## config.mk

```make
export PLATFORM = sky130hd
export DESIGN_NAME = utf8_text_normalizer
export DESIGN_NICKNAME = d
export VERILOG_FILES = /design/src/rtl/core/utn_pkg.sv /design/src/rtl/core/utn_front.sv /design/src/rtl/core/utn_cmd_queue.sv /design/src/rtl/core/utn_back.sv /design/src/rtl/core/utf8_text_normalizer.sv
export VERILOG_INCLUDE_DIRS = /design/src /design/src/rtl/core
export SDC_FILE = /design/constraint.sdc
export NUM_CORES = 1
export LEC_CHECK = 0
export BUFFER_PORTS_ARGS = -buffer_cell sky130_fd_sc_hd__buf_2
export CAP_MARGIN = 40
export CORE_MARGIN = 8
export CORE_UTILIZATION = 55
export DETAILED_ROUTE_END_ITERATION = 8
export GPL_TIMING_DRIVEN = 1
export PLACE_DENSITY = 0.83
export SLEW_MARGIN = 25
export SYNTH_ARGS = -nofsm -noshare
export SYNTH_HDL_FRONTEND = slang
export SYNTH_HIERARCHICAL = 1
export SYNTH_SLANG_ARGS = --single-unit
```

## constraint.sdc

```tcl
create_clock -name clock -period 5.5 [get_ports clock]
set_input_delay 0.275 -clock clock [delete_from_list [all_inputs] [get_ports clock]]
set_output_delay 0.275 -clock clock [all_outputs]
set_load 0.005 [all_outputs]
```

## src/rtl/core/utf8_text_normalizer_assert.svh

```systemverilog
// Assertion macros used by the normalizer top level.
`ifndef UTF8_TEXT_NORMALIZER_ASSERT_SVH
`define UTF8_TEXT_NORMALIZER_ASSERT_SVH

// The consequent must hold in the same cycle as the antecedent.
`define UTN_ASSERT_IMPLY(label, clk, rst, ante, cons) \
   label: assert property (@(posedge clk) disable iff (rst) (ante) |-> (cons)) \
      else $error("utn assertion failed");

// The consequent must hold in the cycle after the antecedent.
`define UTN_ASSERT_NEXT(label, clk, rst, ante, cons) \
   label: assert property (@(posedge clk) disable iff (rst) (ante) |=> (cons)) \
      else $error("utn assertion failed");

`endif

```

## src/rtl/core/utn_pkg.sv

```systemverilog
// Types and constants shared by the UTF-8 text normalizer modules.
`timescale 1ns / 1ps

package utn_pkg;

   typedef struct packed {
      logic [7:0] in_byte;
      logic       string_end;
   } req_type;

   typedef struct packed {
      logic [7:0] out_byte;
      logic       end_marker;
   } rsp_type;

   // One command per item that gives any result: an optional space, a one-byte or
   // three-byte character, and an optional end marker.
   typedef struct packed {
      logic       space;
      logic       char_one;
      logic       char_three;
      logic [7:0] byte0;
      logic [7:0] byte1;
      logic [7:0] byte2;
      logic       str_end;
   } cmd_type;

   typedef struct packed {
      logic busy;
      logic load;
   } back_status_type;

   // The queue depth must be a power of two so that the pointers wrap by themselves.
   localparam int QUEUE_DEPTH = 4;
   localparam int QUEUE_PTR_W = $clog2(QUEUE_DEPTH);
   localparam int QUEUE_CNT_W = $clog2(QUEUE_DEPTH + 1);

   localparam int SLOT_SPACE = 0;
   localparam int SLOT_BYTE0 = 1;
   localparam int SLOT_BYTE1 = 2;
   localparam int SLOT_BYTE2 = 3;
   localparam int SLOT_END   = 4;
   localparam int SLOT_COUNT = 5;

   localparam logic [7:0] SPACE_CHAR = 8'h20;
   localparam logic [7:0] END_BYTE   = 8'h00;

endpackage

```

## src/rtl/core/utn_front.sv

```systemverilog
// Front end: UTF-8 decode, case folding, character classing and space trimming.
`timescale 1ns / 1ps

module utn_front (
   input  logic              clock,
   input  logic              reset,
   input  logic              req_push,
   input  utn_pkg::req_type  req_data,
   output logic              req_full,
   input  logic              q_full,
   output logic              q_push,
   output utn_pkg::cmd_type  q_data
);

   logic [1:0]  bytes_left_ff, bytes_left_in;
   logic [20:0] partial_ff, partial_in;
   logic        seen_ff, seen_in;
   logic        space_ff, space_in;
   logic        halted_ff, halted_in;

   logic        accept;
   logic        do_emit;
   logic [20:0] cp;
   logic [20:0] lc;
   logic [20:0] shifted;
   logic        kept;
   logic [7:0]  b;
   utn_pkg::cmd_type cmd;

   assign accept   = req_push && !q_full;
   assign req_full = q_full;
   assign b        = req_data.in_byte;

   always_comb begin
      bytes_left_in = bytes_left_ff;
      partial_in    = partial_ff;
      seen_in       = seen_ff;
      space_in      = space_ff;
      halted_in     = halted_ff;
      do_emit       = 1'b0;
      cp            = 21'd0;
      lc            = 21'd0;
      kept          = 1'b0;
      shifted       = {partial_ff[14:0], b[5:0]};
      cmd           = '0;

      if (!halted_ff) begin
         if (bytes_left_ff == 2'd0) begin
            if (!b[7]) begin
               do_emit = 1'b1;
               cp      = {13'd0, b};
            end else if ((b & 8'hE0) == 8'hC0) begin
               bytes_left_in = 2'd1;
               partial_in    = {16'd0, b[4:0]};
            end else if ((b & 8'hF0) == 8'hE0) begin
               bytes_left_in = 2'd2;
               partial_in    = {17'd0, b[3:0]};
            end else if ((b & 8'hF8) == 8'hF0) begin
               bytes_left_in = 2'd3;
               partial_in    = {18'd0, b[2:0]};
            end else begin
               halted_in = 1'b1;
            end
         end else if ((b & 8'hC0) != 8'h80) begin
            halted_in     = 1'b1;
            bytes_left_in = 2'd0;
         end else begin
            bytes_left_in = bytes_left_ff - 2'd1;
            if (bytes_left_ff == 2'd1) begin
               do_emit    = 1'b1;
               cp         = shifted;
               partial_in = 21'd0;
            end else begin
               partial_in = shifted;
            end
         end
      end

      if (do_emit) begin
         if (cp >= 21'h41 && cp <= 21'h5A) begin
            lc = cp + 21'd32;
         end else begin
            lc = cp;
         end
         kept = (lc >= 21'h61 && lc <= 21'h7A) || (lc >= 21'h30 && lc <= 21'h39) ||
                (lc >= 21'h900 && lc <= 21'h97F);
         if (!kept) begin
            if (seen_ff) begin
               space_in = 1'b1;
            end
         end else begin
            cmd.space = space_ff && seen_ff;
            space_in  = 1'b0;
            seen_in   = 1'b1;
            if (lc < 21'h80) begin
               cmd.char_one = 1'b1;
               cmd.byte0    = lc[7:0];
            end else begin
               cmd.char_three = 1'b1;
               cmd.byte0      = {4'hE, lc[15:12]};
               cmd.byte1      = {2'b10, lc[11:6]};
               cmd.byte2      = {2'b10, lc[5:0]};
            end
         end
      end

      if (req_data.string_end) begin
         cmd.str_end   = 1'b1;
         bytes_left_in = 2'd0;
         partial_in    = 21'd0;
         seen_in       = 1'b0;
         space_in      = 1'b0;
         halted_in     = 1'b0;
      end
   end

   assign q_push = accept && (cmd.space || cmd.char_one || cmd.char_three || cmd.str_end);
   assign q_data = cmd;

   always_ff @(posedge clock) begin
      if (reset) begin
         bytes_left_ff <= 2'd0;
         partial_ff    <= 21'd0;
         seen_ff       <= 1'b0;
         space_ff      <= 1'b0;
         halted_ff     <= 1'b0;
      end else if (accept) begin
         bytes_left_ff <= bytes_left_in;
         partial_ff    <= partial_in;
         seen_ff       <= seen_in;
         space_ff      <= space_in;
         halted_ff     <= halted_in;
      end
   end

endmodule

```

## src/rtl/core/utn_cmd_queue.sv

```systemverilog
// Short command queue between the front end and the byte emitter.
`timescale 1ns / 1ps

module utn_cmd_queue (
   input  logic              clock,
   input  logic              reset,
   input  logic              push,
   input  utn_pkg::cmd_type  push_data,
   output logic              full,
   input  logic              pop,
   output logic              empty,
   output utn_pkg::cmd_type  head
);

   utn_pkg::cmd_type entries_ff [utn_pkg::QUEUE_DEPTH];

   logic [utn_pkg::QUEUE_PTR_W-1:0] wr_ptr_ff, wr_ptr_in;
   logic [utn_pkg::QUEUE_PTR_W-1:0] rd_ptr_ff, rd_ptr_in;
   logic [utn_pkg::QUEUE_CNT_W-1:0] count_ff, count_in;
   logic                            do_push;
   logic                            do_pop;

   assign full    = (count_ff == utn_pkg::QUEUE_CNT_W'(utn_pkg::QUEUE_DEPTH));
   assign empty   = (count_ff == '0);
   assign do_push = push && !full;
   assign do_pop  = pop && !empty;
   assign head    = entries_ff[rd_ptr_ff];

   always_comb begin
      wr_ptr_in = do_push ? wr_ptr_ff + utn_pkg::QUEUE_PTR_W'(1) : wr_ptr_ff;
      rd_ptr_in = do_pop ? rd_ptr_ff + utn_pkg::QUEUE_PTR_W'(1) : rd_ptr_ff;
      count_in  = count_ff;
      if (do_push && !do_pop) begin
         count_in = count_ff + utn_pkg::QUEUE_CNT_W'(1);
      end else if (do_pop && !do_push) begin
         count_in = count_ff - utn_pkg::QUEUE_CNT_W'(1);
      end
   end

   always_ff @(posedge clock) begin
      if (do_push) begin
         entries_ff[wr_ptr_ff] <= push_data;
      end
   end

   always_ff @(posedge clock) begin
      if (reset) begin
         wr_ptr_ff <= '0;
         rd_ptr_ff <= '0;
         count_ff  <= '0;
      end else begin
         wr_ptr_ff <= wr_ptr_in;
         rd_ptr_ff <= rd_ptr_in;
         count_ff  <= count_in;
      end
   end

endmodule

```

## src/rtl/core/utn_back.sv

```systemverilog
// Back end: expands commands into bytes in an output register, one per cycle unless held.
`timescale 1ns / 1ps

module utn_back (
   input  logic                     clock,
   input  logic                     reset,
   input  logic                     q_empty,
   input  utn_pkg::cmd_type         q_head,
   output logic                     q_pop,
   output logic                     rsp_empty,
   input  logic                     rsp_pop,
   output utn_pkg::rsp_type         rsp_data,
   output utn_pkg::back_status_type status
);

   logic [utn_pkg::SLOT_COUNT-1:0] mask_ff, mask_in;
   logic [utn_pkg::SLOT_COUNT-1:0] mask_after;
   logic [utn_pkg::SLOT_COUNT-1:0] pick;
   logic [utn_pkg::SLOT_COUNT-1:0] head_mask;
   logic [7:0]                     byte0_ff, byte1_ff, byte2_ff;
   logic                           out_valid_ff, out_valid_in;
   utn_pkg::rsp_type               out_ff, out_in;
   logic                           advance;
   logic                           emit;
   logic                           load;

   always_comb begin
      head_mask                      = '0;
      head_mask[utn_pkg::SLOT_SPACE] = q_head.space;
      head_mask[utn_pkg::SLOT_BYTE0] = q_head.char_one || q_head.char_three;
      head_mask[utn_pkg::SLOT_BYTE1] = q_head.char_three;
      head_mask[utn_pkg::SLOT_BYTE2] = q_head.char_three;
      head_mask[utn_pkg::SLOT_END]   = q_head.str_end;
   end

   always_comb begin
      pick   = '0;
      out_in = out_ff;
      if (mask_ff[utn_pkg::SLOT_SPACE]) begin
         pick[utn_pkg::SLOT_SPACE] = 1'b1;
         out_in = '{out_byte: utn_pkg::SPACE_CHAR, end_marker: 1'b0};
      end else if (mask_ff[utn_pkg::SLOT_BYTE0]) begin
         pick[utn_pkg::SLOT_BYTE0] = 1'b1;
         out_in = '{out_byte: byte0_ff, end_marker: 1'b0};
      end else if (mask_ff[utn_pkg::SLOT_BYTE1]) begin
         pick[utn_pkg::SLOT_BYTE1] = 1'b1;
         out_in = '{out_byte: byte1_ff, end_marker: 1'b0};
      end else if (mask_ff[utn_pkg::SLOT_BYTE2]) begin
         pick[utn_pkg::SLOT_BYTE2] = 1'b1;
         out_in = '{out_byte: byte2_ff, end_marker: 1'b0};
      end else if (mask_ff[utn_pkg::SLOT_END]) begin
         pick[utn_pkg::SLOT_END] = 1'b1;
         out_in = '{out_byte: utn_pkg::END_BYTE, end_marker: 1'b1};
      end
   end

   assign advance    = !out_valid_ff || rsp_pop;
   assign emit       = advance && (mask_ff != '0);
   assign mask_after = emit ? (mask_ff & ~pick) : mask_ff;
   assign load       = (mask_after == '0) && !q_empty;
   assign q_pop      = load;
   assign mask_in    = load ? head_mask : mask_after;

   always_comb begin
      out_valid_in = out_valid_ff;
      if (emit) begin
         out_valid_in = 1'b1;
      end else if (advance) begin
         out_valid_in = 1'b0;
      end
   end

   always_ff @(posedge clock) begin
      if (load) begin
         byte0_ff <= q_head.byte0;
         byte1_ff <= q_head.byte1;
         byte2_ff <= q_head.byte2;
      end
      if (emit) begin
         out_ff <= out_in;
      end
   end

   always_ff @(posedge clock) begin
      if (reset) begin
         mask_ff      <= '0;
         out_valid_ff <= 1'b0;
      end else begin
         mask_ff      <= mask_in;
         out_valid_ff <= out_valid_in;
      end
   end

   assign rsp_empty   = !out_valid_ff;
   assign rsp_data    = out_ff;
   assign status.busy = (mask_ff != '0);
   assign status.load = load;

endmodule

```

## src/rtl/core/utf8_text_normalizer.sv

```systemverilog
// Top level of the streaming UTF-8 text normalizer.
//
//   Channel   Handshake             Payload                          Direction
//   req       req_push / req_full   req_data (in_byte, string_end)   in
//   rsp       rsp_empty / rsp_pop   rsp_data (out_byte, end_marker)  out
//
// The front end takes one input item per cycle while the command queue is not full, and decodes it in the same cycle.
// The back end sends one result byte per cycle from its output register while that register is empty or popped;
// an item gives k result bytes (k is 0 to 5), sent one after another.
// A four-entry command queue lets the front keep taking items while the back drains.
// Reset is synchronous and clears all string state, the queue and the output valid flag.
// req_full rises only when the command queue is full.
`timescale 1ns / 1ps
`include "utf8_text_normalizer_assert.svh"

module utf8_text_normalizer (
   input  logic             clock,
   input  logic             reset,
   input  logic             req_push,
   input  utn_pkg::req_type req_data,
   output logic             req_full,
   output logic             rsp_empty,
   input  logic             rsp_pop,
   output utn_pkg::rsp_type rsp_data
);

   logic                     q_push;
   logic                     q_full;
   logic                     q_pop;
   logic                     q_empty;
   utn_pkg::cmd_type         q_wdata;
   utn_pkg::cmd_type         q_head;
   utn_pkg::back_status_type back_status;
   logic                     req_accept;
   logic                     rsp_end_seen;

   utn_front u_front (
      .clock    (clock),
      .reset    (reset),
      .req_push (req_push),
      .req_data (req_data),
      .req_full (req_full),
      .q_full   (q_full),
      .q_push   (q_push),
      .q_data   (q_wdata)
   );

   utn_cmd_queue u_queue (
      .clock     (clock),
      .reset     (reset),
      .push      (q_push),
      .push_data (q_wdata),
      .full      (q_full),
      .pop       (q_pop),
      .empty     (q_empty),
      .head      (q_head)
   );

   utn_back u_back (
      .clock     (clock),
      .reset     (reset),
      .q_empty   (q_empty),
      .q_head    (q_head),
      .q_pop     (q_pop),
      .rsp_empty (rsp_empty),
      .rsp_pop   (rsp_pop),
      .rsp_data  (rsp_data),
      .status    (back_status)
   );

   assign req_accept   = req_push && !req_full;
   assign rsp_end_seen = !rsp_empty && rsp_data.end_marker;

   `UTN_ASSERT_IMPLY(a_end_enqueued, clock, reset, req_accept && req_data.string_end, q_push)
   `UTN_ASSERT_NEXT(a_back_picks_up, clock, reset, !q_empty && !back_status.busy, back_status.busy)
   `UTN_ASSERT_IMPLY(a_end_byte_zero, clock, reset, rsp_end_seen, rsp_data.out_byte == 8'h00)
   `UTN_ASSERT_IMPLY(a_load_has_entry, clock, reset, back_status.load, !q_empty)

endmodule
```

==> metrics <==
count of H-tree levels built during CTS 4; CP Data Arrival Time 5260 ps; number of fill cells in the layout 1030; end of the worst register-to-register path u_queue/count_ff[2]; first-pass GRT wire length 23800 um; starting density of the core 0.557; placement-stage worst setup slack 779 ps; # hold bufs at CTS 0; required time at the endpoint of the critical path 5850 ps; source of the worst register-to-register timing path u_front/bytes_left_ff[0]; Max Cap Viol 0; power per cell area 449 nW/um2; hold path startpoint req_data[6]; row cnt 43; TritonCTS Sinks 180; status complete, no violations; RSZ-0062 raised after global routing false; total of warnings raised by yosys 6; series of cell instances along the critical path inv_1 > ha_1 > and4bb_1 > a31oi_1 > inv_1 > ha_1 > o21bai_1 > a31oi_1 > o21ai_0 > o22ai_1 > a211o_1 > o21a_1 > inv_1 > nor2_2 > ha_1 > inv_1 > fa_1 > xor2_1 > or3_1 > a21oi_1; most common cell type on the critical path inv_1; setup total negative slack 0 ps; root cell of the clock tree clkbuf_16; P_sw 1.06 mW; net switching fraction of the power 0.279; Internal 2.74 mW; area used by multi-input combinational logic 2340 um2; post-synthesis instance area 7660 um2; number of design rule violations left after detail routing 0; fraction of the cycle the final worst path needs 0.892; count of endpoints failing setup in the final report 0; drt first pass iters 5; standard cell with the maximum stage delay on the critical path a31oi_1; post-CTS repair timing setup buffer count 0; sequential cell area 5060 um2; pin count of the biggest net entering global routing 33; kind of start point of the critical path flop; proportion of power drawn by flip-flops and latches 0.502; nature of the critical path endpoint flop; register-to-register setup slack 590 ps; number of antenna diodes 0; number of buffers on the longest clock path 2; buffers added on ports 23; Worst Reg-to-Reg Cells 20; max_slew headroom 0.499; quantity of gates resized following cts 0; worst voltage drop across the vdd grid 0.205 mV; initial antenna violation count 0; DR iter-0 viols 502; num ports 24; layout cells sized above 1 0.194; Detailed Route WL 14700 um; minimum clock period after layout 4910 ps; class of the most critical setup path reg -> reg; worst path buffer plus inverter count 4; via count 4524; die span in y 134 um; synthesized area divided by synthesized cell count 14.6 um2; CP top delay family compound AO/OA/AOI/OAI gates; max frequency 204 MHz; count of antenna-violating nets left after detailed routing 0; die extent in x 134 um; crit-path max FO 15; global-route usage over all layers 0.172; post-route setup slack 594 ps; clock-pin transition on the worst setup and hold timing paths 70 ps; fin. max-slew vios 0; Inserted Clock Buffers 17; CTS tree yes; Layout Nets 570; max incr delay on CP 470 ps; drt via density 6.13; Post-Synthesis Cells 524; portion of total power attributed to the clock network 0.307; area enclosed by the die boundary 18000 um2; part of the power in combinational logic 0.191; placeable core region 13800 um2; via count of the first global-routing pass 4600; final worst clock skew 9.55 ps; Placer Congestion 0.884; total leakage power 2.82 nW; DP HPWL 9370 um; Hold EP u_front/partial_ff[5]; Worst Tran Pin Value 749 ps; Hold Fails Final Rpt 0; average wire per standard cell 19.9 um; cell count of the worst hold path 3; clock latency reported for the late side of the worst-skew pair 430 ps; total grt overflow 0; area growth from synthesis to final layout 10.5%; class of the worst hold path in -> reg
[power groups by stage]
stage / registers (mW) / logic, mW / clock network [mW]
floorplan: 1.87 / 0.573 / 0
global placement: 1.94 / 0.672 / 0
detailed placement: 1.94 / 0.724 / 0
CTS: 1.91 / 0.730 / 1.18
global route: 1.94 / 0.803 / 1.24
finish: 1.91 / 0.725 / 1.17
[metal layers]
layer | vias to the layer above | wire, um | GRT usage
li1 | 2058 | - | -
met1 | 2251 | 6280 | 0.213
met2 | 179 | 7180 | 0.276
met3 | 36 | 851 | 0.0460
met4 | 0 | 363 | 0.0811
met5 | - | 0 | 0
[sequential cells by signal (all words and copies together) (netlist names), 3 cells and up, named ones only]
name,count
u_back/rsp_data,9
u_queue/count_ff,3
u_front/partial_ff,15
u_back/mask_ff,5
u_back/byte1_ff,8
u_back/byte0_ff,8
u_back/byte2_ff,8
u_queue/entries_ff,112
[cell type report]
cell class / instances / share of cell area
timing repair buffer: 36 / 0.0251
tap: 180 / 0.0266
clock inverter: 12 / 0.0157
inverter: 20 / 0.00887
clock buffer: 18 / 0.0507
multi-input combinational: 292 / 0.276
sequential: 180 / 0.597
[how the worst max path moves through the flow]
stage               slack (ps)                      from  cells past startpoint                  end
floorplan                 1550  u_front/bytes_left_ff[0]                     22  u_queue/count_ff[2]
global placement          1110  u_front/bytes_left_ff[0]                     20  u_queue/count_ff[2]
detailed placement         780  u_front/bytes_left_ff[0]                     20  u_queue/count_ff[2]
CTS                        740  u_front/bytes_left_ff[0]                     20  u_queue/count_ff[2]
global route               100  u_front/bytes_left_ff[0]                     20  u_queue/count_ff[2]
finish                     590  u_front/bytes_left_ff[0]                     20  u_queue/count_ff[2]
[worst register-to-register path: cells and delay by family, from the launching register on]
kind | cells | cell delay (ps)
AO/OA/AOI/OAI | 8 | 1930
adder cells (fa/ha/maj) | 4 | 1260
AND/OR/NAND/NOR | 3 | 790
buffers and inverters | 4 | 370
flip-flops | 1 | 340
XOR/XNOR | 1 | 160
[stage by stage]
stage / power [mW] / cells / utilization / hold slack (ps) / area [um2]
final: 3.80 / 738 / 0.615 / 196 / 8470
after global routing: 3.98 / 738 / 0.615 / 194 / 8470
after detailed placement: 2.67 / 705 / 0.573 / 459 / 7890
after global placement: 2.61 / 702 / 0.571 / 443 / 7860
after floorplan: 2.45 / 528 / - / 340 / 7680
after CTS: 3.83 / 735 / 0.614 / 173 / 8450
[cell usage in the layout, fill, tap and decap left out, types with 4 or more instances in the layout]
| cell type | count |
|---|---|
| and3_1 | 4 |
| inv_1 | 19 |
| a31oi_1 | 4 |
| o22ai_1 | 4 |
| clkbuf_16 | 17 |
| nand2b_1 | 5 |
| conb_1 | 5 |
| a221oi_1 | 6 |
| a211o_1 | 4 |
| nand3_1 | 21 |
| nor3_1 | 10 |
| o21ai_1 | 4 |
| o21ai_0 | 14 |
| mux4_2 | 28 |
| buf_2 | 24 |
| xor2_1 | 4 |
| nor4_1 | 6 |
| and2_1 | 12 |
| nor2_1 | 18 |
| a21oi_1 | 33 |
| dfxtp_1 | 34 |
| nand4_1 | 5 |
| edfxtp_1 | 145 |
| ha_1 | 9 |
| buf_4 | 8 |
| nand2_1 | 29 |
| nor2b_1 | 15 |
No activity file was read; power rests on OpenSTA's default activity.
